$ cat src/design/nawa_pkg.sv
package nawa_pkg;

    // table geometry
    localparam int NEIGHBOUR_COUNT = 16;
    localparam int TAB_AW = (NEIGHBOUR_COUNT > 1) ? $clog2(NEIGHBOUR_COUNT) : 1;

    // field widths
    localparam int OP_W   = 2;
    localparam int RAW_W  = 8;
    localparam int ID_W   = 4;
    localparam int PAY_W  = 4;
    localparam int DIST_W = 8;
    localparam int AGE_W  = 8;
    localparam int LIFE_W = 8;
    localparam int MASK_W = 16;

    // APB
    localparam int APB_AW = 3;
    localparam int APB_DW = 32;

    localparam logic [DIST_W-1:0] UNKNOWN_DISTANCE = 8'hFF;
    localparam logic [PAY_W-1:0]  VOID_PAYLOAD     = 4'h0;
    localparam logic [AGE_W-1:0]  AGE_MAX          = 8'hFF;
    localparam logic [LIFE_W-1:0] LIFETIME_RESET   = 8'd100;
    localparam logic [PAY_W-1:0]  PING_RESET       = 4'd1;

    // register index, taken from paddr[2]
    localparam logic REG_LIFETIME = 1'b0;
    localparam logic REG_PING     = 1'b1;

    typedef enum logic [OP_W-1:0] {
        OP_RECEIVE = 2'd0,
        OP_TICK    = 2'd1,
        OP_READ    = 2'd2,
        OP_ACK     = 2'd3
    } t_op;

    typedef struct packed {
        logic load_item;
        logic exec;
        logic walk;
        logic load_out;
    } t_dp_cmd;

    typedef struct packed {
        t_op  op;
        logic walk_last;
        logic out_free;
    } t_dp_sts;

endpackage

$ cat src/design/nawa_if.sv
interface nawa_in_if;
    import nawa_pkg::*;

    logic                valid;
    logic                ready;
    logic [OP_W-1:0]     operation;
    logic [RAW_W-1:0]    raw_message;
    logic [DIST_W-1:0]   measured_distance;
    logic [ID_W-1:0]     entry_index;

    modport source (
        output valid, operation, raw_message, measured_distance, entry_index,
        input  ready
    );
    modport sink (
        input  valid, operation, raw_message, measured_distance, entry_index,
        output ready
    );
endinterface

interface nawa_out_if;
    import nawa_pkg::*;

    logic                valid;
    logic                ready;
    logic                entry_present;
    logic [DIST_W-1:0]   entry_distance;
    logic [PAY_W-1:0]    entry_payload;
    logic [AGE_W-1:0]    entry_age;
    logic                payload_changed;
    logic [MASK_W-1:0]   expired_mask;
    logic [MASK_W-1:0]   present_mask;
    logic                new_message_flag;
    logic [PAY_W-1:0]    last_payload;

    modport source (
        output valid, entry_present, entry_distance, entry_payload, entry_age,
               payload_changed, expired_mask, present_mask, new_message_flag,
               last_payload,
        input  ready
    );
    modport sink (
        input  valid, entry_present, entry_distance, entry_payload, entry_age,
               payload_changed, expired_mask, present_mask, new_message_flag,
               last_payload,
        output ready
    );
endinterface

$ cat src/design/neighbour_archive_with_aging.sv
// Order: receive, read and acknowledge beats are accepted, executed, then loaded into the
//   result register once it is free; an aging tick first walks all 16 table entries in turn.
// Flow: one item in flight; a new item is accepted only after the last one is loaded into
//   the result register. A waiting result does not block the next acceptance.
// Reset: synchronous, active low; table cleared at once (absent, age 0, distance 255,
//   payload void), lifetime 100, ping code 1, no result pending.
module neighbour_archive_with_aging (
    input  logic                            i_clk,
    input  logic                            i_rst_n,
    nawa_in_if.sink                         i_item,
    nawa_out_if.source                      o_result,
    input  logic                            psel,
    input  logic                            penable,
    input  logic                            pwrite,
    input  logic [nawa_pkg::APB_AW-1:0]     paddr,
    input  logic [nawa_pkg::APB_DW-1:0]     pwdata,
    output logic [nawa_pkg::APB_DW-1:0]     prdata,
    output logic                            pready
);
    import nawa_pkg::*;

    // config registers: lifetime at byte 0, ping code at byte 4
    logic [LIFE_W-1:0] r_lifetime;
    logic [PAY_W-1:0]  r_ping;
    logic              cfg_wr;

    t_dp_cmd cmd;
    t_dp_sts sts;

    assign pready = 1'b1;
    assign cfg_wr = psel && penable && pwrite && pready;

    // only paddr[2] decodes; low bits are ignored
    always_ff @(posedge i_clk) begin
        if (!i_rst_n) begin
            r_lifetime <= LIFETIME_RESET;
            r_ping     <= PING_RESET;
        end else if (cfg_wr) begin
            if (paddr[2] == REG_LIFETIME) begin
                r_lifetime <= pwdata[LIFE_W-1:0];
            end else begin
                r_ping <= pwdata[PAY_W-1:0];
            end
        end
    end

    assign prdata = (paddr[2] == REG_PING) ? APB_DW'(r_ping) : APB_DW'(r_lifetime);

    // controller: accept -> execute or walk the table -> hand over to result register
    nawa_ctrl u_ctrl (
        .i_clk      (i_clk),
        .i_rst_n    (i_rst_n),
        .i_in_valid (i_item.valid),
        .o_in_ready (i_item.ready),
        .i_sts      (sts),
        .o_cmd      (cmd)
    );

    // datapath: item register, table, walk counter, result register
    nawa_dp u_dp (
        .i_clk               (i_clk),
        .i_rst_n             (i_rst_n),
        .i_cmd               (cmd),
        .o_sts               (sts),
        .i_lifetime          (r_lifetime),
        .i_ping              (r_ping),
        .i_operation         (i_item.operation),
        .i_raw_message       (i_item.raw_message),
        .i_measured_distance (i_item.measured_distance),
        .i_entry_index       (i_item.entry_index),
        .i_out_ready         (o_result.ready),
        .o_out_valid         (o_result.valid),
        .o_entry_present     (o_result.entry_present),
        .o_entry_distance    (o_result.entry_distance),
        .o_entry_payload     (o_result.entry_payload),
        .o_entry_age         (o_result.entry_age),
        .o_payload_changed   (o_result.payload_changed),
        .o_expired_mask      (o_result.expired_mask),
        .o_present_mask      (o_result.present_mask),
        .o_new_message_flag  (o_result.new_message_flag),
        .o_last_payload      (o_result.last_payload)
    );

endmodule

$ cat src/design/nawa_ctrl.sv
module nawa_ctrl (
    input  logic              i_clk,
    input  logic              i_rst_n,
    input  logic              i_in_valid,
    output logic              o_in_ready,
    input  nawa_pkg::t_dp_sts i_sts,
    output nawa_pkg::t_dp_cmd o_cmd
);
    import nawa_pkg::*;

    typedef enum logic [1:0] {
        S_IDLE,
        S_EXEC,
        S_WALK,
        S_FIN
    } t_state;

    t_state r_state;
    t_state n_state;

    always_comb begin
        n_state = r_state;
        o_cmd   = '0;
        case (r_state)
            S_IDLE: begin
                if (i_in_valid) begin
                    o_cmd.load_item = 1'b1;
                    n_state         = S_EXEC;
                end
            end
            S_EXEC: begin
                if (i_sts.op == OP_TICK) begin
                    o_cmd.walk = 1'b1;
                    n_state    = i_sts.walk_last ? S_FIN : S_WALK;
                end else begin
                    o_cmd.exec = 1'b1;
                    n_state    = S_FIN;
                end
            end
            S_WALK: begin
                o_cmd.walk = 1'b1;
                if (i_sts.walk_last) begin
                    n_state = S_FIN;
                end
            end
            S_FIN: begin
                if (i_sts.out_free) begin
                    o_cmd.load_out = 1'b1;
                    n_state        = S_IDLE;
                end
            end
            default: begin
                n_state = S_IDLE;
            end
        endcase
    end

    assign o_in_ready = (r_state == S_IDLE);

    always_ff @(posedge i_clk) begin
        if (!i_rst_n) begin
            r_state <= S_IDLE;
        end else begin
            r_state <= n_state;
        end
    end

endmodule

$ cat src/design/nawa_dp.sv
module nawa_dp (
    input  logic                          i_clk,
    input  logic                          i_rst_n,
    input  nawa_pkg::t_dp_cmd             i_cmd,
    output nawa_pkg::t_dp_sts             o_sts,
    input  logic [nawa_pkg::LIFE_W-1:0]   i_lifetime,
    input  logic [nawa_pkg::PAY_W-1:0]    i_ping,
    input  logic [nawa_pkg::OP_W-1:0]     i_operation,
    input  logic [nawa_pkg::RAW_W-1:0]    i_raw_message,
    input  logic [nawa_pkg::DIST_W-1:0]   i_measured_distance,
    input  logic [nawa_pkg::ID_W-1:0]     i_entry_index,
    input  logic                          i_out_ready,
    output logic                          o_out_valid,
    output logic                          o_entry_present,
    output logic [nawa_pkg::DIST_W-1:0]   o_entry_distance,
    output logic [nawa_pkg::PAY_W-1:0]    o_entry_payload,
    output logic [nawa_pkg::AGE_W-1:0]    o_entry_age,
    output logic                          o_payload_changed,
    output logic [nawa_pkg::MASK_W-1:0]   o_expired_mask,
    output logic [nawa_pkg::MASK_W-1:0]   o_present_mask,
    output logic                          o_new_message_flag,
    output logic [nawa_pkg::PAY_W-1:0]    o_last_payload
);
    import nawa_pkg::*;

    // item held for the duration of its work
    t_op               r_op;
    logic [RAW_W-1:0]  r_raw;
    logic [DIST_W-1:0] r_meas;
    logic [ID_W-1:0]   r_sel;

    // neighbour table
    logic [NEIGHBOUR_COUNT-1:0] r_present;
    logic [AGE_W-1:0]           r_age  [NEIGHBOUR_COUNT];
    logic [DIST_W-1:0]          r_dist [NEIGHBOUR_COUNT];
    logic [PAY_W-1:0]           r_pay  [NEIGHBOUR_COUNT];
    logic [PAY_W-1:0]           r_notified;
    logic                       r_flag;

    logic [TAB_AW-1:0] r_walk;
    logic [MASK_W-1:0] r_expired;
    logic              r_changed;

    logic [ID_W-1:0]   item_id;
    logic [PAY_W-1:0]  rx_pay;
    logic [TAB_AW-1:0] addr;
    logic              addr_ok;
    logic              cur_present;
    logic [AGE_W-1:0]  cur_age;
    logic [DIST_W-1:0] cur_dist;
    logic [PAY_W-1:0]  cur_pay;

    logic              wr;
    logic              n_present_e;
    logic [AGE_W-1:0]  n_age_e;
    logic [DIST_W-1:0] n_dist_e;
    logic [PAY_W-1:0]  n_pay_e;
    logic              n_changed;
    logic              n_flag;
    logic [PAY_W-1:0]  n_notified;
    logic [MASK_W-1:0] n_expired;
    logic              is_read;

    assign item_id = (r_op == OP_RECEIVE) ? r_raw[RAW_W-1:PAY_W] : r_sel;
    assign rx_pay  = r_raw[PAY_W-1:0];
    assign addr    = i_cmd.walk ? r_walk : item_id[TAB_AW-1:0];
    assign addr_ok = i_cmd.walk ||
                     ({1'b0, item_id} < (ID_W+1)'(NEIGHBOUR_COUNT));

    assign cur_present = r_present[addr];
    assign cur_age     = r_age[addr];
    assign cur_dist    = r_dist[addr];
    assign cur_pay     = r_pay[addr];

    always_comb begin
        wr          = 1'b0;
        n_present_e = cur_present;
        n_age_e     = cur_age;
        n_dist_e    = cur_dist;
        n_pay_e     = cur_pay;
        n_changed   = r_changed;
        n_flag      = r_flag;
        n_notified  = r_notified;
        n_expired   = r_expired;
        if (i_cmd.exec) begin
            case (r_op)
                OP_RECEIVE: begin
                    if (addr_ok) begin
                        wr          = 1'b1;
                        n_present_e = 1'b1;
                        n_age_e     = '0;
                        n_dist_e    = r_meas;
                        if (rx_pay != cur_pay) begin
                            n_changed = 1'b1;
                            n_pay_e   = rx_pay;
                            if (rx_pay != VOID_PAYLOAD && rx_pay != i_ping) begin
                                n_notified = rx_pay;
                                n_flag     = 1'b1;
                            end
                        end
                    end
                end
                OP_ACK: begin
                    n_flag = 1'b0;
                end
                default: begin
                end
            endcase
        end
        if (i_cmd.walk && cur_present) begin
            wr = 1'b1;
            if (cur_age > i_lifetime) begin
                // expired: age kept, distance and payload back to unknown
                n_present_e = 1'b0;
                n_dist_e    = UNKNOWN_DISTANCE;
                n_pay_e     = VOID_PAYLOAD;
                n_expired   = r_expired | (MASK_W'(1) << r_walk);
            end else if (cur_age != AGE_MAX) begin
                n_age_e = cur_age + AGE_W'(1);
            end
        end
    end

    always_ff @(posedge i_clk) begin
        if (i_cmd.load_item) begin
            r_op   <= t_op'(i_operation);
            r_raw  <= i_raw_message;
            r_meas <= i_measured_distance;
            r_sel  <= i_entry_index;
        end
    end

    always_ff @(posedge i_clk) begin
        if (!i_rst_n) begin
            r_present  <= '0;
            r_notified <= VOID_PAYLOAD;
            r_flag     <= 1'b0;
            r_walk     <= '0;
            r_expired  <= '0;
            r_changed  <= 1'b0;
            for (int i = 0; i < NEIGHBOUR_COUNT; i++) begin
                r_age[i]  <= '0;
                r_dist[i] <= UNKNOWN_DISTANCE;
                r_pay[i]  <= VOID_PAYLOAD;
            end
        end else begin
            r_flag     <= n_flag;
            r_notified <= n_notified;
            if (i_cmd.load_item) begin
                r_walk    <= '0;
                r_expired <= '0;
                r_changed <= 1'b0;
            end else begin
                r_expired <= n_expired;
                r_changed <= n_changed;
                if (i_cmd.walk) begin
                    r_walk <= r_walk + TAB_AW'(1);
                end
            end
            if (wr) begin
                r_present[addr] <= n_present_e;
                r_age[addr]     <= n_age_e;
                r_dist[addr]    <= n_dist_e;
                r_pay[addr]     <= n_pay_e;
            end
        end
    end

    // result register
    assign is_read = (r_op == OP_READ);

    always_ff @(posedge i_clk) begin
        if (!i_rst_n) begin
            o_out_valid <= 1'b0;
        end else if (i_cmd.load_out) begin
            o_out_valid <= 1'b1;
        end else if (i_out_ready) begin
            o_out_valid <= 1'b0;
        end
    end

    always_ff @(posedge i_clk) begin
        if (i_cmd.load_out) begin
            o_entry_present    <= is_read && addr_ok && cur_present;
            o_entry_distance   <= !is_read ? '0 : (addr_ok ? cur_dist : UNKNOWN_DISTANCE);
            o_entry_payload    <= (is_read && addr_ok) ? cur_pay : VOID_PAYLOAD;
            o_entry_age        <= (is_read && addr_ok) ? cur_age : '0;
            o_payload_changed  <= r_changed;
            o_expired_mask     <= r_expired;
            o_present_mask     <= MASK_W'(r_present);
            o_new_message_flag <= r_flag;
            o_last_payload     <= r_notified;
        end
    end

    assign o_sts.op        = r_op;
    assign o_sts.walk_last = (r_walk == TAB_AW'(NEIGHBOUR_COUNT - 1));
    assign o_sts.out_free  = !o_out_valid || i_out_ready;

endmodule

$ cat src/flat_wrapper.sv
// flat-port wrapper written by rule: the top's interface ports become plain ports
module neighbour_archive_with_aging_flat import nawa_pkg::*;
  (i_clk, i_rst_n, psel, penable, pwrite, paddr, pwdata, prdata, pready, i_item_valid, i_item_operation, i_item_raw_message, i_item_measured_distance, i_item_entry_index, i_item_ready, o_result_valid, o_result_entry_present, o_result_entry_distance, o_result_entry_payload, o_result_entry_age, o_result_payload_changed, o_result_expired_mask, o_result_present_mask, o_result_new_message_flag, o_result_last_payload, o_result_ready);
  nawa_in_if i_item_i ();
  nawa_out_if o_result_i ();
  input  logic i_clk;
  input  logic i_rst_n;
  input  logic psel;
  input  logic penable;
  input  logic pwrite;
  input  logic [nawa_pkg::APB_AW-1:0] paddr;
  input  logic [nawa_pkg::APB_DW-1:0] pwdata;
  output logic [nawa_pkg::APB_DW-1:0] prdata;
  output logic pready;
  input wire logic [$bits(i_item_i.valid)-1:0] i_item_valid;
  input wire logic [$bits(i_item_i.operation)-1:0] i_item_operation;
  input wire logic [$bits(i_item_i.raw_message)-1:0] i_item_raw_message;
  input wire logic [$bits(i_item_i.measured_distance)-1:0] i_item_measured_distance;
  input wire logic [$bits(i_item_i.entry_index)-1:0] i_item_entry_index;
  output wire logic [$bits(i_item_i.ready)-1:0] i_item_ready;
  output wire logic [$bits(o_result_i.valid)-1:0] o_result_valid;
  output wire logic [$bits(o_result_i.entry_present)-1:0] o_result_entry_present;
  output wire logic [$bits(o_result_i.entry_distance)-1:0] o_result_entry_distance;
  output wire logic [$bits(o_result_i.entry_payload)-1:0] o_result_entry_payload;
  output wire logic [$bits(o_result_i.entry_age)-1:0] o_result_entry_age;
  output wire logic [$bits(o_result_i.payload_changed)-1:0] o_result_payload_changed;
  output wire logic [$bits(o_result_i.expired_mask)-1:0] o_result_expired_mask;
  output wire logic [$bits(o_result_i.present_mask)-1:0] o_result_present_mask;
  output wire logic [$bits(o_result_i.new_message_flag)-1:0] o_result_new_message_flag;
  output wire logic [$bits(o_result_i.last_payload)-1:0] o_result_last_payload;
  input wire logic [$bits(o_result_i.ready)-1:0] o_result_ready;
  assign i_item_i.valid = i_item_valid;
  assign i_item_i.operation = i_item_operation;
  assign i_item_i.raw_message = i_item_raw_message;
  assign i_item_i.measured_distance = i_item_measured_distance;
  assign i_item_i.entry_index = i_item_entry_index;
  assign i_item_ready = i_item_i.ready;
  assign o_result_valid = o_result_i.valid;
  assign o_result_entry_present = o_result_i.entry_present;
  assign o_result_entry_distance = o_result_i.entry_distance;
  assign o_result_entry_payload = o_result_i.entry_payload;
  assign o_result_entry_age = o_result_i.entry_age;
  assign o_result_payload_changed = o_result_i.payload_changed;
  assign o_result_expired_mask = o_result_i.expired_mask;
  assign o_result_present_mask = o_result_i.present_mask;
  assign o_result_new_message_flag = o_result_i.new_message_flag;
  assign o_result_last_payload = o_result_i.last_payload;
  assign o_result_i.ready = o_result_ready;
  neighbour_archive_with_aging u_core (.i_clk(i_clk), .i_rst_n(i_rst_n), .i_item(i_item_i), .o_result(o_result_i), .psel(psel), .penable(penable), .pwrite(pwrite), .paddr(paddr), .pwdata(pwdata), .prdata(prdata), .pready(pready));
endmodule
$ cat config.mk
export PLATFORM = sky130hd
export DESIGN_NAME = neighbour_archive_with_aging_flat
export DESIGN_NICKNAME = d
export VERILOG_FILES = /design/src/design/nawa_pkg.sv /design/src/design/nawa_if.sv /design/src/design/neighbour_archive_with_aging.sv /design/src/design/nawa_ctrl.sv /design/src/design/nawa_dp.sv /design/src/flat_wrapper.sv
export SDC_FILE = /design/constraint.sdc
export NUM_CORES = 1
export LEC_CHECK = 0
export ABC_AREA = 1
export BUFFER_PORTS_ARGS = -buffer_cell sky130_fd_sc_hd__buf_4
export CELL_PAD_IN_SITES_DETAIL_PLACEMENT = 1
export CELL_PAD_IN_SITES_GLOBAL_PLACEMENT = 1
export CORE_ASPECT_RATIO = 1.4
export CORE_MARGIN = 2
export CORE_UTILIZATION = 35
export DETAILED_ROUTE_END_ITERATION = 7
export PLACE_DENSITY_LB_ADDON = 0.1
export SLEW_MARGIN = 40
export SYNTH_ARGS = -nofsm -noshare
export SYNTH_HDL_FRONTEND = slang
export SYNTH_SLANG_ARGS = --single-unit
$ cat constraint.sdc
create_clock -name i_clk -period 3.7 [get_ports i_clk]
set_input_delay 0.37 -clock i_clk [delete_from_list [all_inputs] [get_ports i_clk]]
set_output_delay 0.37 -clock i_clk [all_outputs]
set_load 0.005 [all_outputs]
## Word-level counts from Yosys, hierarchy flattened

Memory sizes are Yosys's and may differ from the RTL's.
Index checks and enable logic that the tools add are counted.

| cells by class | value |
|---|---|
| bitwise logic cells | 3 |
| shifts and indexed selects | 1 |
| mux-type cells | 61 |
| reductions and logical operators | 24 |
| $lt $le $gt $ge | 3 |
| add/subtract/negate cells | 2 |
| equal/unequal tests | 15 |

Operator list:

| kind | count |
|---|---|
| 2-to-1 mux 8 bit | 12 |
| 2-to-1 mux 4 bit | 11 |
| 2-to-1 mux 1 bit | 29 |
| bitwise mux 16 bit | 1 |
| OR 16 bit | 1 |
| OR reduction 8 bit | 2 |
| << shifter 1 x 4 -> 16 bit (first input constant) | 1 |
| adder 8 x 1 -> 8 bit (second input constant) | 1 |
| equality test 2 bit (second input constant) | 4 |
| > comparator 8 bit | 1 |
| inequality test 4 bit | 2 |
| inequality test 8 bit (second input constant) | 1 |
| case mux 2 bit (4 select lines) | 1 |
| AND reduction 4 bit | 2 |
| logical AND 1 bit | 6 |
| 2-to-1 mux 2 bit | 3 |
| inequality test 2 x 1 -> 1 bit (second input constant) | 3 |
| AND reduction 2 bit | 3 |
| AND reduction 3 bit | 2 |
| less-than comparator 4 x 5 -> 1 bit (second input constant) | 1 |
| adder 4 x 1 -> 4 bit (second input constant) | 1 |
| binary-select mux 1 bit (select 4 bit) | 1 |
| demux 1 bit (select 4 bit) | 1 |
| equality test 2 x 1 -> 1 bit (second input constant) | 2 |
| 12 further kinds | 17 |

| storage, ports and cells | value |
|---|---|
| bits of input ports | 64 |
| register bits after elaboration | 138 |
| output and inout bits | 94 |
| memories | 3 |
| word-level logic and storage cells | 135 |
| RAM bits | 320 |

Memory list:

| memory | depth | width | rd ports | clocked after Yosys merged registers in | wr ports | line | text |
|---|---|---|---|---|---|---|---|
| u_core.u_dp.r_age | 16 | 8 | 1 | 0 | 16 | nawa_dp.sv:34 | `logic [AGE_W-1:0] r_age [NEIGHBOUR_COUNT];` |
| u_core.u_dp.r_dist | 16 | 8 | 1 | 0 | 16 | nawa_dp.sv:35 | `logic [DIST_W-1:0] r_dist [NEIGHBOUR_COUNT];` |
| u_core.u_dp.r_pay | 16 | 4 | 1 | 0 | 16 | nawa_dp.sv:36 | `logic [PAY_W-1:0] r_pay [NEIGHBOUR_COUNT];` |

## Logic depth before layout (Yosys ltp)

| logic depth | value |
|---|---|
| word-level depth | 13 |
| mapped depth | 30 |
| mapped depth without buffers | 27 |

## Hierarchy

From an unflattened synthesis, not the netlist that was laid out.

| second synthesis, totals | value |
|---|---|
| cells, all modules | 2,154 |
| area total of the unflattened synthesis | 21,244.1 µm² |

Modules (own cells, without submodules):

| module | area an instance (µm²) | cells an instance | seq. area each (µm²) | times used |
|---|---|---|---|---|
| nawa_dp | 20,213.1 | 1,998 | 12,902.4 | 1 |
| neighbour_archive_with_aging | 783.3 | 120 | 240.2 | 1 |
| nawa_ctrl | 247.7 | 36 | 40.0 | 1 |

## Worst setup path before layout

OpenSTA, ideal clock, no wires.

| path | value |
|---|---|
| path type | reg2reg |
| start point | register u_core.u_ctrl.r_state[0] |
| end point | register u_core.u_dp.o_entry_age[0] in the netlist's numbering, enable pin |
| required time | 3,205 ps |
| setup time | 495 ps |
| cell stages (with the launch flop) | 4 |
| slack | -234 ps |
| buffers on the path | 0 |
| arrival | 3,439 ps |
| period minus slack after synthesis | 3,934 ps |
| path through | dfxtp_1 > ha_1 > inv_1 > a21oi_1 |

RTL lines:

| item | line | text |
|---|---|---|
| start: declaration | nawa_ctrl.sv:18 | `t_state r_state;` |
| start signal: assignment | nawa_ctrl.sv:64 | `r_state <= n_state;` |
| end signal: assignment | nawa_dp.sv:187 | `o_entry_age <= (is_read && addr_ok) ? cur_age : '0;` |
| end: declaration | nawa_dp.sv:17 | `output logic [nawa_pkg::AGE_W-1:0] o_entry_age,` |

==> results.yml <==
hold_path:
  hold_start: "pwdata[2]"
  min_path_type: "input port to flip-flop"
synthesis:
  synth.top_cell.area_share: 0.5682
  synth.area.top_cells: "edfxtp_1 57%, nand2_1 11%, dfxtp_1 5.4%, nor2_1 3.6%, inv_1 3.0%"
  synth_cell_types: 43
  ys_seq_area_frac: 0.6220
  ys_ff_latch: 458
  synth_warnings: 0
  synth.cell_area_um2: 21190
  async_flop_share: 0
  syn_area_per_cell_um2: 9.964
  synthCells: 2127
  yosys.area.top_type: "edfxtp_1"
  synth_edf_count: 401
  synth_ff_type: "edfxtp_1"
global_routing:
  grt_usage: 0.2330
  grt_pass1_vias: 17570
  grt_max_degree: 60
  grt_first_pass_wirelength_um: 107700
  antenna_found_initial: 0
  grt_overflow_total: 0
setup_path:
  worst_ep_arrival_time_ns: 4.26
  worstSetupEndpointType: "flip-flop"
  crit_required_ns: 4.04
  cp_slowest_cell: "edfxtp_1"
  path_class: "flip-flop to flip-flop"
  cp_max_fo: 8
  crit_path_start: "u_core.u_dp.r_op[0]$_DFFE_PP_"
  start_kind: "flip-flop"
  slowest_delay_ns: 0.47
  reg2reg_from: "u_core.u_dp.r_op[0]$_DFFE_PP_"
route:
  firstDrtPassIters: 4
  routed_wl_um: 73670
  routedWlPerCell_um: 22.30
  via_count: 16430
  drtAntennaViolNets: 0
  post_drt_via_cell_ratio: 4.973
  drc: 0
  drt_iter0_markers: 642
flow_run:
  maxCapViolCount: 0
finish:
  nets: 2545
  fill_cells: 6531
  layout-drive-gt1-share: 0.2868
  final_area_um2: 27920
  syn_to_final_growth_pct: 31.74
  finalNonFillerCells: 3303
  final_common_cell: "nand2_1"
  mostFrequentLayoutCells: "587 x nand2_1, 401 x edfxtp_1, 285 x buf_4, 159 x nor2_1, 153 x inv_1"
  antenna-diode-count: 0
clock_network:
  htreeDepth: 2
  numClockSinks: 458
  clkTransAtPathRegs_ns: 0.06
  numCtsBuffers: 48
  cts_root_buf: "clkbuf_16"
  cts_max_path_buffers: 3
  cts_tree: "yes"
  clk_latency_ns: 0.59
power_and_ir_drop:
  p_switching_mw: 10.46
  pwr-share-clk: 0.194
  pwr-share-seq: 0.251
  p_comb_frac: 0.555
  power.leakage_nw: 10.82
  intPower_mw: 13.61
  vdd_drop_max_mv: 0.8522
  power_density_nw_per_um2: 862.0
  finalPower_mw: 24.07
  p_sw_frac: 0.4346
placement:
  routabilityCongestion: 0.8801
  place_ws_ns: -0.5458
  hpwl_um: 50280
  dp.cells: 3158
  io_buffer_count: 106
  place_area_um2: 24700
sta:
  whs_ns: 0.03116
  max_slew_margin: 0.5636
  fmax_ghz: 0.2547
  hold_viol_final: 0
  setup_viol: 512
  fin_ws_ns: -0.2268
  min_period_ns: 3.927
  final-max-slew-violation-count: 0
  finalCritPeriodShare: 1.061
  fin_skew_ns: 0.02656
  rsz0062_at_grt: "true"
  max_slew.worst_pin.slew_ns: 0.6536
status:
  status: "finished with violations"
  violations: "negative setup slack"
die:
  die_h_um: 295.2
  start_util: 0.3543
  core_um2: 59810
  rows: 106
  ioPinCount: 158
  die_area_um2: 62570
  die_w_um: 212.0
==> final cells by class <==
type | instances | area [um2] | area share
Tap cell | 810 | 1013 | 0.03630
Inverter | 181 | 695.7 | 0.02492
Multi-Input combinational cell | 1376 | 7600 | 0.2722
Sequential cell | 458 | 13180 | 0.4722
Clock inverter | 18 | 135.1 | 0.004840
Timing Repair Buffer | 392 | 3954 | 0.1416
Timing Repair inverter | 1 | 5.005 | 0.0001793
Clock buffer | 67 | 1334 | 0.04777
==> critical path: cells and delay by family (launching register included) <==
family                   cells  cell delay, ns
AO/OA/AOI/OAI                4            0.62
buffers and inverters        7            1.00
flip-flops                   1            0.47
AND/OR/NAND/NOR             14            1.15
adder cells (fa/ha/maj)      2            0.39
==> power by group through the flow <==
| stage | Combinational (mW) | Sequential, mW | Clock (mW) |
|---|---|---|---|
| CTS | 12.8 | 6.05 | 4.79 |
| finish | 13.4 | 6.05 | 4.66 |
| detailed placement | 11.3 | 6.16 | 0 |
| global route | 14.4 | 6.07 | 4.92 |
| floorplan | 6.00 | 6.14 | 0 |
| global placement | 11.2 | 6.15 | 0 |
==> cells in the mapped netlist, types with 8 or more instances <==
| cell type | n |
|---|---|
| a21oi_1 | 118 |
| a21oi_2 | 10 |
| a22oi_1 | 64 |
| buf_1 | 9 |
| buf_2 | 49 |
| buf_4 | 32 |
| buf_6 | 19 |
| clkbuf_1 | 30 |
| dfxtp_1 | 57 |
| edfxtp_1 | 401 |
| ha_1 | 23 |
| inv_1 | 167 |
| inv_2 | 11 |
| nand2_1 | 626 |
| nand2_2 | 17 |
| nand3_1 | 61 |
| nand3b_1 | 26 |
| nand4_1 | 18 |
| nor2_1 | 202 |
| nor2_2 | 15 |
| nor2_4 | 14 |
| o21ai_0 | 73 |
| o21ai_1 | 36 |
| or2_2 | 8 |
==> metrics by stage <==
| step | TNS, ns | utilization |
|---|---|---|
| floorplan | 0 | - |
| global placement | -200.39 | 0.4129 |
| detailed placement | -222.12 | 0.4130 |
| CTS | -7.629 | 0.4544 |
| global route | -152.85 | 0.4668 |
| finish | -44.84 | 0.4668 |
==> sequential cells by signal, indices dropped and copies added (netlist names), 2 cells and up <==
name,flops
u_core.u_dp.o_present_mask,16
u_core.u_dp.r_walk,4
u_core.u_dp.o_entry_distance,8
u_core.u_dp.o_entry_payload,4
u_core.u_dp.r_notified,4
u_core.u_dp.r_raw,8
u_core.u_dp.r_present,16
u_core.r_lifetime,8
u_core.r_ping,4
u_core.u_dp.r_meas,8
u_core.u_dp.o_last_payload,4
u_core.u_dp.r_dist,128
u_core.u_dp.r_pay,64
u_core.u_dp.r_op,2
u_core.u_dp.r_age,128
u_core.u_dp.r_sel,4
u_core.u_dp.o_expired_mask,16
u_core.u_dp.r_expired,16
u_core.u_ctrl.r_state,2
u_core.u_dp.o_entry_age,8
==> logic make-up (layout without fill, tap and decap cells) <==
group                      count (synthesis)  count (layout)  share of synthesized area
AOI/OAI and AO/OA                        310             310                    0.08454
buffers and inverters                    320             659                    0.07196
adders and majority gates                 23              23                    0.01358
other                                      2              25                  0.0003543
xor gates and xnor gates                   5               5                   0.002066
and+or+nand+nor                         1009            1013                     0.2055
DFF                                      458             458                     0.6220
==> path summary, 6_finish.rpt <==
check	to	slack, ns	cells past startpoint
max	u_core.u_dp.r_age[11][6]$_SDFFCE_PN0P_	-0.23	27
min	u_core.r_lifetime[2]$_SDFFE_PN1P_	0.03	3
max reg2reg	u_core.u_dp.r_age[11][6]$_SDFFCE_PN0P_	-0.23	27
min reg2reg	u_core.u_dp.o_expired_mask[6]$_DFFE_PP_	0.43	0
==> per-layer routing <==
layer | part of all wire | global-route usage
met1 | 0.37 | 0.2455
met2 | 0.56 | 0.4618
met3 | 0.027 | 0.02560
met4 | 0.049 | 0.09653
met5 | 0 | 0
==> timing repair <==
item                                    4_1_cts  5_1_grt
endpoints found under the hold margin        23        0
pin swaps                                    19       35
gates resized for setup                     149      136
hold buffers                                 23        0
endpoints found under the setup margin      672      672
setup buffers                                10       16
cloned                                        7        8
No activity file was read; power rests on OpenSTA's default activity.
